[src/tpfr_pkg.sv]
// Package for the tagged pad frame receiver: payload structs, codes and pad decode.
// No dependencies; used by every module of the block.
`timescale 1ns / 1ps

package tpfr_pkg;

  // Timer counters and tick limit registers
  localparam int unsigned TimerWidth = 16;
  localparam int unsigned NumSlots   = 4;
  localparam int unsigned SlotWidth  = $clog2(NumSlots);
  localparam int unsigned CfgWidth   = 16;
  localparam int unsigned CfgIdxWidth = 2;

  // Largest timer count, held in 32 bits for limit clamping
  localparam logic [31:0] TimerMaxWide = 32'((64'd1 << TimerWidth) - 64'd1);

  // Slot contents after reset, slot 0 in the low byte
  localparam logic [NumSlots-1:0][7:0] SlotReset = {8'hc0, 8'h8f, 8'h7f, 8'h3f};

  // Config register reset values
  localparam logic [3:0]          AttemptLimitReset = 4'd5;
  localparam logic [CfgWidth-1:0] ByteWaitReset     = CfgWidth'(10);
  localparam logic [CfgWidth-1:0] IdleTimeoutReset  = CfgWidth'(100);

  typedef enum logic [1:0] {
    LS_NORMAL     = 2'd0,
    LS_SUCCESS    = 2'd1,
    LS_INCOMPLETE = 2'd2,
    LS_FAILURE    = 2'd3
  } link_status_e;

  typedef enum logic {
    ACT_BYTE = 1'b0,
    ACT_TICK = 1'b1
  } action_e;

  typedef enum logic [CfgIdxWidth-1:0] {
    CFG_ATTEMPT_LIMIT = 2'd0,
    CFG_BYTE_WAIT     = 2'd1,
    CFG_IDLE_TIMEOUT  = 2'd2
  } cfg_idx_e;

  typedef struct packed {
    logic       action;
    logic [7:0] rx_byte;
    logic       rx_error;
  } in_item_t;

  typedef struct packed {
    link_status_e link_status;
    logic         frame_done;
    logic [1:0]   dpad_x_code;
    logic [1:0]   dpad_y_code;
    logic [1:0]   right_stick_x_code;
    logic [1:0]   right_stick_y_code;
    logic [1:0]   left_stick_x_code;
    logic [1:0]   left_stick_y_code;
    logic [3:0]   misc_buttons;
    logic [3:0]   shoulder_buttons;
    logic [3:0]   mark_buttons;
  } out_item_t;

  typedef struct packed {
    logic [3:0]          attempt_limit;
    logic [CfgWidth-1:0] byte_wait_ticks;
    logic [CfgWidth-1:0] idle_timeout_ticks;
  } cfg_t;

  // Tick limit as the counters see it: zero acts as one, larger values clamp
  function automatic logic [TimerWidth-1:0] tick_limit(logic [CfgWidth-1:0] lim);
    logic [31:0] wide;
    wide = 32'(lim);
    if (wide == 32'd0) begin
      wide = 32'd1;
    end
    if (wide > TimerMaxWide) begin
      wide = TimerMaxWide;
    end
    return TimerWidth'(wide);
  endfunction

  // Pad field decode from the four slot bytes; buttons are active low on the wire
  function automatic out_item_t decode_pad(link_status_e status, logic done,
                                           logic [NumSlots-1:0][7:0] s);
    out_item_t r;
    r.link_status        = status;
    r.frame_done         = done;
    r.dpad_x_code        = {s[0][5], s[1][1]};
    r.dpad_y_code        = {s[0][4], s[1][0]};
    r.right_stick_x_code = s[2][5:4];
    r.right_stick_y_code = s[3][1:0];
    r.left_stick_x_code  = s[3][3:2];
    r.left_stick_y_code  = s[3][5:4];
    r.misc_buttons       = ~s[0][3:0];
    r.shoulder_buttons   = ~s[1][5:2];
    r.mark_buttons       = ~s[2][3:0];
    return r;
  endfunction

endpackage

[src/tpfr_frame_engine.sv]
// Frame state of the tagged pad frame receiver: slots, seen mask, attempt and timers.
// Depends on tpfr_pkg. Updates state on each fired item and returns its result.
`timescale 1ns / 1ps

module tpfr_frame_engine (
  input  logic                clk_i,
  input  logic                rst_ni,
  input  logic                fire_i,
  input  tpfr_pkg::in_item_t  item_i,
  input  tpfr_pkg::cfg_t      cfg_i,
  output tpfr_pkg::out_item_t result_o
);

  localparam logic [tpfr_pkg::TimerWidth-1:0] TimerMax = '1;

  logic [tpfr_pkg::NumSlots-1:0][7:0]   slot_q, slot_d;
  logic [tpfr_pkg::NumSlots-1:0]        seen_q, seen_d;
  logic [3:0]                           att_q, att_d;
  logic [tpfr_pkg::TimerWidth-1:0]      wait_q, wait_d;
  logic [tpfr_pkg::TimerWidth-1:0]      idle_q, idle_d;
  logic                                 in_frame_q, in_frame_d;
  logic                                 run_q, run_d;
  tpfr_pkg::link_status_e               status_q, status_d;

  logic                                 done;
  logic                                 use_att;
  logic                                 end_frame;
  tpfr_pkg::link_status_e               end_status;
  logic [3:0]                           att_lim;
  logic [tpfr_pkg::TimerWidth-1:0]      wait_lim;
  logic [tpfr_pkg::TimerWidth-1:0]      idle_lim;
  logic [tpfr_pkg::SlotWidth-1:0]       tag;

  // A zero limit behaves as one
  assign att_lim  = (cfg_i.attempt_limit == '0) ? 4'd1 : cfg_i.attempt_limit;
  assign wait_lim = tpfr_pkg::tick_limit(cfg_i.byte_wait_ticks);
  assign idle_lim = tpfr_pkg::tick_limit(cfg_i.idle_timeout_ticks);
  assign tag      = item_i.rx_byte[7:6];

  // Next state for one item
  always_comb begin
    slot_d     = slot_q;
    seen_d     = seen_q;
    att_d      = att_q;
    wait_d     = wait_q;
    idle_d     = idle_q;
    in_frame_d = in_frame_q;
    run_d      = run_q;
    status_d   = status_q;
    use_att    = 1'b0;
    end_frame  = 1'b0;
    end_status = tpfr_pkg::LS_NORMAL;

    if (item_i.action == tpfr_pkg::ACT_BYTE) begin
      // any byte opens a frame, even one flagged with an error
      if (!in_frame_q) begin
        in_frame_d = 1'b1;
        seen_d     = '0;
        att_d      = '0;
        wait_d     = '0;
        run_d      = 1'b0;
        idle_d     = '0;
      end
      if (!item_i.rx_error) begin
        slot_d[tag] = item_i.rx_byte;
        seen_d      = seen_d | (tpfr_pkg::NumSlots'(1) << tag);
        if (&seen_d) begin
          end_frame  = 1'b1;
          end_status = tpfr_pkg::LS_SUCCESS;
        end else begin
          use_att = 1'b1;
        end
      end
    end else if (in_frame_q) begin
      // per-byte wait inside a frame
      if (wait_q != TimerMax) begin
        wait_d = wait_q + tpfr_pkg::TimerWidth'(1);
      end
      if (wait_d >= wait_lim) begin
        use_att = 1'b1;
      end
    end else begin
      // idle timeout; first tick restarts it and clears the status
      if (!run_q) begin
        run_d    = 1'b1;
        idle_d   = '0;
        status_d = tpfr_pkg::LS_NORMAL;
      end
      if (idle_d != TimerMax) begin
        idle_d = idle_d + tpfr_pkg::TimerWidth'(1);
      end
      if (idle_d >= idle_lim) begin
        status_d = tpfr_pkg::LS_FAILURE;
        run_d    = 1'b0;
        idle_d   = '0;
      end
    end

    // one attempt used, saturating at 15
    if (use_att) begin
      if (att_d != 4'hf) begin
        att_d = att_d + 4'd1;
      end
      wait_d = '0;
      if (att_d >= att_lim) begin
        end_frame  = 1'b1;
        end_status = tpfr_pkg::LS_INCOMPLETE;
      end
    end

    // frame end clears everything but the slots and records the end status
    if (end_frame) begin
      status_d   = end_status;
      in_frame_d = 1'b0;
      seen_d     = '0;
      att_d      = '0;
      wait_d     = '0;
      run_d      = 1'b0;
      idle_d     = '0;
    end
    done = end_frame;
  end

  assign result_o = tpfr_pkg::decode_pad(status_d, done, slot_d);

  // State registers
  always_ff @(posedge clk_i or negedge rst_ni) begin
    if (!rst_ni) begin
      slot_q     <= tpfr_pkg::SlotReset;
      seen_q     <= '0;
      att_q      <= '0;
      wait_q     <= '0;
      idle_q     <= '0;
      in_frame_q <= 1'b0;
      run_q      <= 1'b0;
      status_q   <= tpfr_pkg::LS_NORMAL;
    end else if (fire_i) begin
      slot_q     <= slot_d;
      seen_q     <= seen_d;
      att_q      <= att_d;
      wait_q     <= wait_d;
      idle_q     <= idle_d;
      in_frame_q <= in_frame_d;
      run_q      <= run_d;
      status_q   <= status_d;
    end
  end

endmodule

[src/tagged_pad_frame_receiver.sv]
// Top level of the tagged pad frame receiver: input register, config registers,
// output register. Depends on tpfr_pkg and tpfr_frame_engine.
`timescale 1ns / 1ps

// Usage
//   Input channel (in_valid_i / in_stall_o / in_item_i): one item per UART byte
//   (action 0, with its error flag) or per time tick (action 1).
//   Output channel (out_valid_o / out_stall_i / out_item_o): exactly one result per
//   item, in order: link status, frame done flag and the decoded pad fields.
//   Config port: cfg_we_i writes cfg_wdata_i into register cfg_idx_i (0 attempt
//   limit, 1 byte wait ticks, 2 idle timeout ticks); index 3 is ignored. Write
//   only while no item is in flight.
//   Path: an accepted item is held in the input register, then the frame update
//   writes its result into the output register.
//   Throughput: one item per cycle while the output is not stalled; the frame
//   update is a single pass of short logic between the input and output registers.
//   Reset: asynchronous, clears both channel stages, restores the default slot
//   bytes and limits (5 attempts, 10 ticks, 100 ticks), status normal.
//   Stall: a stalled result holds; the input register still takes one more item,
//   after which in_stall_o rises until the result is taken.
module tagged_pad_frame_receiver (
  input  logic                                 clk_i,
  input  logic                                 rst_ni,
  input  logic                                 in_valid_i,
  output logic                                 in_stall_o,
  input  tpfr_pkg::in_item_t                   in_item_i,
  output logic                                 out_valid_o,
  input  logic                                 out_stall_i,
  output tpfr_pkg::out_item_t                  out_item_o,
  input  logic                                 cfg_we_i,
  input  logic [tpfr_pkg::CfgIdxWidth-1:0]     cfg_idx_i,
  input  logic [tpfr_pkg::CfgWidth-1:0]        cfg_wdata_i
);

  logic                s1_valid_q;
  tpfr_pkg::in_item_t  s1_item_q;
  logic                out_valid_q;
  tpfr_pkg::out_item_t out_item_q;
  tpfr_pkg::cfg_t      cfg_q;
  tpfr_pkg::out_item_t result;
  logic                s1_ready;
  logic                s2_ready;
  logic                fire;

  // Handshake between the two stages
  assign s2_ready   = !out_valid_q || !out_stall_i;
  assign s1_ready   = !s1_valid_q || s2_ready;
  assign fire       = s1_valid_q && s2_ready;
  assign in_stall_o = !s1_ready;

  // Config registers
  always_ff @(posedge clk_i or negedge rst_ni) begin
    if (!rst_ni) begin
      cfg_q.attempt_limit      <= tpfr_pkg::AttemptLimitReset;
      cfg_q.byte_wait_ticks    <= tpfr_pkg::ByteWaitReset;
      cfg_q.idle_timeout_ticks <= tpfr_pkg::IdleTimeoutReset;
    end else if (cfg_we_i) begin
      case (cfg_idx_i)
        tpfr_pkg::CFG_ATTEMPT_LIMIT: begin
          cfg_q.attempt_limit <= cfg_wdata_i[3:0];
        end
        tpfr_pkg::CFG_BYTE_WAIT: begin
          cfg_q.byte_wait_ticks <= cfg_wdata_i;
        end
        tpfr_pkg::CFG_IDLE_TIMEOUT: begin
          cfg_q.idle_timeout_ticks <= cfg_wdata_i;
        end
        default: begin
        end
      endcase
    end
  end

  // Input register
  always_ff @(posedge clk_i or negedge rst_ni) begin
    if (!rst_ni) begin
      s1_valid_q <= 1'b0;
    end else if (s1_ready) begin
      s1_valid_q <= in_valid_i;
    end
  end

  always_ff @(posedge clk_i) begin
    if (in_valid_i && s1_ready) begin
      s1_item_q <= in_item_i;
    end
  end

  // Frame update
  tpfr_frame_engine u_engine (
    .clk_i    (clk_i),
    .rst_ni   (rst_ni),
    .fire_i   (fire),
    .item_i   (s1_item_q),
    .cfg_i    (cfg_q),
    .result_o (result)
  );

  // Output register
  always_ff @(posedge clk_i or negedge rst_ni) begin
    if (!rst_ni) begin
      out_valid_q <= 1'b0;
    end else if (s2_ready) begin
      out_valid_q <= s1_valid_q;
    end
  end

  always_ff @(posedge clk_i) begin
    if (fire) begin
      out_item_q <= result;
    end
  end

  assign out_valid_o = out_valid_q;
  assign out_item_o  = out_item_q;

endmodule

[config.mk]
export PLATFORM = sky130hd
export DESIGN_NAME = tagged_pad_frame_receiver
export DESIGN_NICKNAME = d
export VERILOG_FILES = /design/src/tpfr_pkg.sv /design/src/tpfr_frame_engine.sv /design/src/tagged_pad_frame_receiver.sv
export SDC_FILE = /design/constraint.sdc
export NUM_CORES = 1
export LEC_CHECK = 0
export BUFFER_PORTS_ARGS = -buffer_cell sky130_fd_sc_hd__buf_2
export CAP_MARGIN = 10
export CORE_ASPECT_RATIO = 1.2
export CORE_MARGIN = 2
export CORE_UTILIZATION = 40
export CTS_CLUSTER_DIAMETER = 50
export CTS_CLUSTER_SIZE = 10
export DETAILED_ROUTE_END_ITERATION = 6
export PLACE_DENSITY = 0.55
export SLEW_MARGIN = 20
export SYNTH_ARGS = -nofsm -noshare
export SYNTH_HDL_FRONTEND = slang
export SYNTH_HIERARCHICAL = 1
export SYNTH_SLANG_ARGS = --single-unit
export TNS_END_PERCENT = 10
[constraint.sdc]
create_clock -name clk_i -period 9.2 [get_ports clk_i]
set_input_delay 0.46 -clock clk_i [delete_from_list [all_inputs] [get_ports clk_i]]
set_output_delay 0.46 -clock clk_i [all_outputs]
set_load 0.01 [all_outputs]
---- Word level (Yosys, flattened, before mapping) ----
Cells that the tools add are included.
word-level totals
  register bits after elaboration ......... 151
  output and inout port bits .............. 29
  word-level logic and storage cells ...... 147
cells by class
  add/sub/neg operators ................... 3
  order comparisons ....................... 7
  equal/unequal tests ..................... 9
  shift operators ......................... 1
  muxes and demuxes ....................... 66
  bitwise logic cells ..................... 6
  reduce and logical (&&, ||, !) cells .... 21
operators by type and width
  kind                                                              number
  16-bit two-way mux                                                22
  30-bit two-way mux                                                2
  4-bit two-way mux                                                 12
  16-bit by 1-bit adder with 16-bit output (second input constant)  2
  32-bit bitwise mux                                                1
  16-bit >= comparator                                              2
  16-bit greater-than comparator (second input constant)            2
  16-bit zero test                                                  2
  16-bit != test (second input constant)                            2
  1-bit two-way mux                                                 18
  2-bit two-way mux                                                 9
  8-bit demux with 2-bit select                                     1
  4-bit NOT                                                         3
  2-bit AND reduction                                               5
  8-bit two-way mux                                                 1
  4-bit != test (second input constant)                             2
  3-bit AND reduction                                               2
  4-bit by 1-bit adder with 4-bit output (second input constant)    1
  4-bit >= comparator                                               1
  1-bit zero test                                                   4
  4-bit zero test                                                   1
  4-bit by 1-bit != test with 1-bit output (second input constant)  1
  4-bit OR                                                          1
  4-bit AND reduction                                               1
  other kinds (11)                                                  15

---- Logic depth before layout (Yosys ltp) ----
  depth after elaboration ................. 14
  gate-level depth with buffers ........... 18

---- Cells and area by module ----
Netlist, hierarchy kept.
by module, submodules not included
  module                     times used  cells each  area an instance (µm²)
  tpfr_frame_engine          1           675         5605.4
  tagged_pad_frame_receiver  1           122         2676.3

---- Worst setup path before layout ----
Ideal clock, no wire load.
  kind .................................... input to register
  from .................................... in out_stall_i
  to ...................................... reg u_engine/idle_q[8] in the netlist's numbering
  arrival time ............................ 3.960 ns
  data required time ...................... 9.114 ns
  slack ................................... 5.154 ns
  stages .................................. 7
  path buffers ............................ 2
  path through ............................ a21boi_0 > clkbuf_1 > inv_1 > nor3b_1 > clkbuf_1 > o211ai_1 > o221ai_2
on the way
  word-level cells in the longest chain between the ends .. 4
ends and longest elaborated chain
  item                                  RTL line                         text
  start: declaration                    tagged_pad_frame_receiver.sv:28  input logic out_stall_i,
  1-bit zero test                       tagged_pad_frame_receiver.sv:46  assign s2_ready = !out_valid_q || !out_stall_i;
  1-bit logical OR                      tagged_pad_frame_receiver.sv:46
  1-bit logical AND                     tagged_pad_frame_receiver.sv:48  assign fire = s1_valid_q && s2_ready;
  2-bit AND reduction (no source line)  -
  end signal: assignment                tpfr_frame_engine.sv:142         idle_q <= idle_d;
  end: declaration                      tpfr_frame_engine.sv:20          logic [tpfr_pkg::TimerWidth-1:0] idle_q, idle_d;
Every way passes these cells.
A chain may end at the register's enable or synchronous reset.

---- Final worst setup path ----
  from .................................... reg u_engine.run_q
  to ...................................... reg u_engine/idle_q[12] in the netlist's numbering
on the way
  word-level cells in the longest chain between the ends .. 12
ends and longest elaborated chain
  item                                                                        RTL line                                          text
  start: declaration                                                          tpfr_frame_engine.sv:22                           logic run_q, run_d;
  start signal: assignment                                                    tpfr_frame_engine.sv:144                          run_q <= run_d;
  16-bit two-way mux *                                                        tpfr_frame_engine.sv:84                           if (!run_q) begin
  16-bit two-way mux *                                                        tpfr_frame_engine.sv:74                           end else if (in_frame_q) begin
  16-bit two-way mux *                                                        tpfr_frame_engine.sv:54                           if (item_i.action == tpfr_pkg::ACT_BYTE) begin
  16-bit by 1-bit adder with 16-bit output or 16-bit != test (tied branches)  tpfr_frame_engine.sv:90, tpfr_frame_engine.sv:89
  16-bit two-way mux *                                                        tpfr_frame_engine.sv:89                           if (idle_d != TimerMax) begin
  16-bit two-way mux *                                                        tpfr_frame_engine.sv:74
  16-bit two-way mux *                                                        tpfr_frame_engine.sv:54
  16-bit >= comparator                                                        tpfr_frame_engine.sv:92                           if (idle_d >= idle_lim) begin
  16-bit two-way mux *                                                        tpfr_frame_engine.sv:92
  16-bit two-way mux *                                                        tpfr_frame_engine.sv:74
  16-bit two-way mux *                                                        tpfr_frame_engine.sv:54
  16-bit two-way mux *                                                        tpfr_frame_engine.sv:112                          if (end_frame) begin
Every way passes the cells marked *; elsewhere a longest branch is shown, timed or not. The select of a mux whose other input is x is not followed.

==> flow_metrics.env <==
export IMPL_io_pins=62
export IMPL_ir_drop_uv=153.1
export IMPL_wl_per_cell_microns=17.05
export IMPL_worstSetupEndpointType="register"
export IMPL_startpoint="u_engine/run_q$_DFFE_PN0P_"
export IMPL_antenna_found_initial=0
export IMPL_worstPathRequired_ns=9.53
export IMPL_status="finished, final reports clean"
export IMPL_drive_gt1_frac=0.2396
export IMPL_maxCapViolCount=0
export IMPL_clock_skew_final_ns=0.008095
export IMPL_relSlewSlack=0.2937
export IMPL_drv_slew=0
export IMPL_vias_per_cell=5.541
export IMPL_worstMarginPinSlew_ns=1.059
export IMPL_drt_pass1_iterations=5
export IMPL_fp_dieW_microns=135.4
export IMPL_synth_warnings=6
export IMPL_hold_buffers=0
export IMPL_grt_pass1_wl_mm=30.81
export IMPL_n_fill_cell=1916
export IMPL_die_h_microns=161.6
export IMPL_root_buffer="clkbuf_16"
export IMPL_synth_async_reset_ratio=0.7413
export IMPL_setup_ws_ns=3.975
export IMPL_setup_violations=0
export IMPL_portBuffers=61
export IMPL_cellLeakagePower_nw=4.019
export IMPL_final_cell_count_no_fill=1108
export IMPL_vias=6139
export IMPL_synthToLayoutAreaGrowth_pct=12.80
export IMPL_worstPathArrival_ns=5.56
export IMPL_cts_setup_buffers=0
export IMPL_coreArea_sq_um=20250
export IMPL_fin_crit_ns=5.225
export IMPL_nNetsFinal=902
export IMPL_yosysTopAreaCell="dfrtp_1"
export IMPL_synth_area_sq_um=8282
export IMPL_drt_total_wl_mm=18.89
export IMPL_gp_congestion=0.8456
export IMPL_wl_met1_mm=8.092
export IMPL_wl_met2_mm=9.710
export IMPL_cts_sinks=143
export IMPL_fin_crit_sh=0.5680
export IMPL_final_area_sq_um=9341
export IMPL_syn_nets=869
export IMPL_cts_tree="done"
export IMPL_r2r_start="u_engine/run_q$_DFFE_PN0P_"
export IMPL_placed_area_sq_um=8697
export IMPL_grt_overflow=0
export IMPL_detail_route_drc_violations=0
export IMPL_path_class="register to register"
export IMPL_fin_tns_setup_ns=0
export IMPL_post_place_ws_ns=4.157
export IMPL_grt_pass1_vias=6111
export IMPL_yosysSeqAreaShare=0.4579
export IMPL_synth_area_leaders="dfrtp_1 (25%), edfxtp_1 (13%), dfstp_2 (7.3%), ha_1 (5.9%), mux2_2 (4.8%)"
export IMPL_synth_avg_cell_area_sq_um=10.39
export IMPL_grt_setup_unrepaired="no"
export IMPL_detail_route_antenna_nets=0
export IMPL_cts_resized=0
export IMPL_die_area_sq_um=21880
export IMPL_num_rows=57
export IMPL_synthDominantCellAreaShare=0.2508
export IMPL_cp_max_fo=29
export IMPL_start_util=0.4089
export IMPL_start_kind="register"
export IMPL_place_hpwl_mm=13.23
export IMPL_diodes=0
export IMPL_ctsLongestPathBuffers=2
export IMPL_numCtsBuffers=17
export IMPL_cellPowerDensity_nw_per_um2=282.2
export IMPL_drtIter0Drc=310
export IMPL_synth_common_cells="dfrtp_1 (83), nand2_1 (68), nor2_1 (67)"
export IMPL_grt_max_degree=92
export IMPL_yosysMostFrequentCell="dfrtp_1"
export IMPL_finalHoldViolCount=0
export IMPL_path_clk_slew_ns=0.07
export IMPL_routed_top_layer="met4"
export IMPL_htreeDepth=4
export IMPL_synth_edff_count=37
export IMPL_synth_seq_cells=143
export IMPL_track_usage=0.1786
export IMPL_hold_path_class="input port to async pin"
export IMPL_wl_met3_microns=788
export IMPL_clk_latency_ns=0.43
export IMPL_dp_cells=1076
export IMPL_syn_inst=797
export IMPL_fmax_mhz=191.4
export IMPL_ys_types=65
export IMPL_synth_top_flop_cell="dfrtp_1"
[state kept, by name, indices dropped and copies added (netlist names)]
| name | cells |
|---|---|
| cfg_q | 36 |
| out_item_o | 27 |
| out_valid_o | 1 |
| s1_item_q | 10 |
| s1_valid_q | 1 |
| u_engine/att_q | 4 |
| u_engine/idle_q | 16 |
| u_engine/in_frame_q | 1 |
| u_engine/run_q | 1 |
| u_engine/seen_q | 4 |
| u_engine/slot_q | 24 |
| u_engine/status_q | 2 |
| u_engine/wait_q | 16 |
[cell usage in the layout (no fill, tap or decap), drive strengths merged, types with 8 or more instances in the layout]
master | synthesis | layout
nand2 | 68 | 68
nand2b | 8 | 8
mux2i | 25 | 25
nor4 | 9 | 9
o221ai | 19 | 19
and3 | 9 | 9
ha | 39 | 39
o21ai | 23 | 23
nand3 | 27 | 27
a21o | 12 | 12
nor2 | 67 | 67
inv | 64 | 73
o211ai | 17 | 17
o2111ai | 15 | 15
a21oi | 40 | 40
xnor2 | 13 | 13
edfxtp | 37 | 37
buf | 23 | 69
dfrtp | 83 | 83
dfstp | 23 | 23
clkbuf | 32 | 17
mux2 | 55 | 55
[critical path, stage by stage, from the launching register on]
cell,delay (ns)
dfrtp_1,0.90
inv_1,0.17
nor2_1,0.22
ha_1,0.22
nand3_1,0.10
nor2_1,0.47
a2111oi_0,0.27
mux2i_1,0.29
ha_1,0.28
a21o_1,0.16
a21o_1,0.17
a21oi_1,0.27
nor3b_2,0.87
o21ai_0,0.43
o221ai_1,0.28
[layer usage]
metal | up-vias | global-route usage
li1 | 2945 | -
met1 | 3008 | 0.2211
met2 | 162 | 0.3117
met3 | 24 | 0.03829
met4 | 0 | 0.05350
met5 | - | 0
[where the power goes]
group / total [mW] / switching, mW / internal, mW
clock: 0.750 / 0.307 / 0.443
combinational: 0.880 / 0.507 / 0.374
sequential: 1.01 / 0.160 / 0.846
[layout make-up]
| type | count | area, sq um | share of cell area |
|---|---|---|---|
| Multi-Input combinational cell | 535 | 3965 | 0.4245 |
| Tap cell | 265 | 331.6 | 0.03549 |
| Timing Repair Buffer | 69 | 367.9 | 0.03938 |
| Clock inverter | 15 | 219.0 | 0.02344 |
| Inverter | 64 | 240.2 | 0.02572 |
| Clock buffer | 17 | 425.4 | 0.04554 |
| Sequential cell | 143 | 3792 | 0.4060 |
[kinds of logic after synthesis]
family,synth area share
buffers and inverters,0.06527
flip-flops,0.4579
XOR/XNOR,0.01586
AND/OR/NAND/NOR,0.1366
AO/OA/AOI/OAI,0.1514
adder cells (fa/ha/maj),0.05892
multiplexers,0.1141
[path summary, 6_finish.rpt]
kind | end | slack (ns) | cells past startpoint
min in group clk_i | s1_item_q[5]$_DFFE_PP_ | 0.21 | 1
max in group asynchronous | u_engine/idle_q[5]$_DFFE_PN0P_ | 7.89 | 2
worst max register to register | u_engine/idle_q[12]$_DFFE_PN0P_ | 3.97 | 14
worst min register to register | u_engine/slot_q[18]$_DFFE_PN1P_ | 0.50 | 2
worst max-delay path | u_engine/idle_q[12]$_DFFE_PN0P_ | 3.97 | 14
worst min-delay path | s1_valid_q$_DFFE_PN0P_ | 0.01 | 1
[through the flow]
step                      hold slack (ns)    util  total power [mW]
final                             0.01096  0.4612             2.636
after global routing              0.03744  0.4612             2.816
after CTS                         0.01777  0.4612             2.656
after detailed placement           0.4823  0.4294             1.894
after global placement             0.4655  0.4294             1.848
after floorplan                    0.1644       -             1.666
Note: power is estimated with default switching activity, not from simulation.
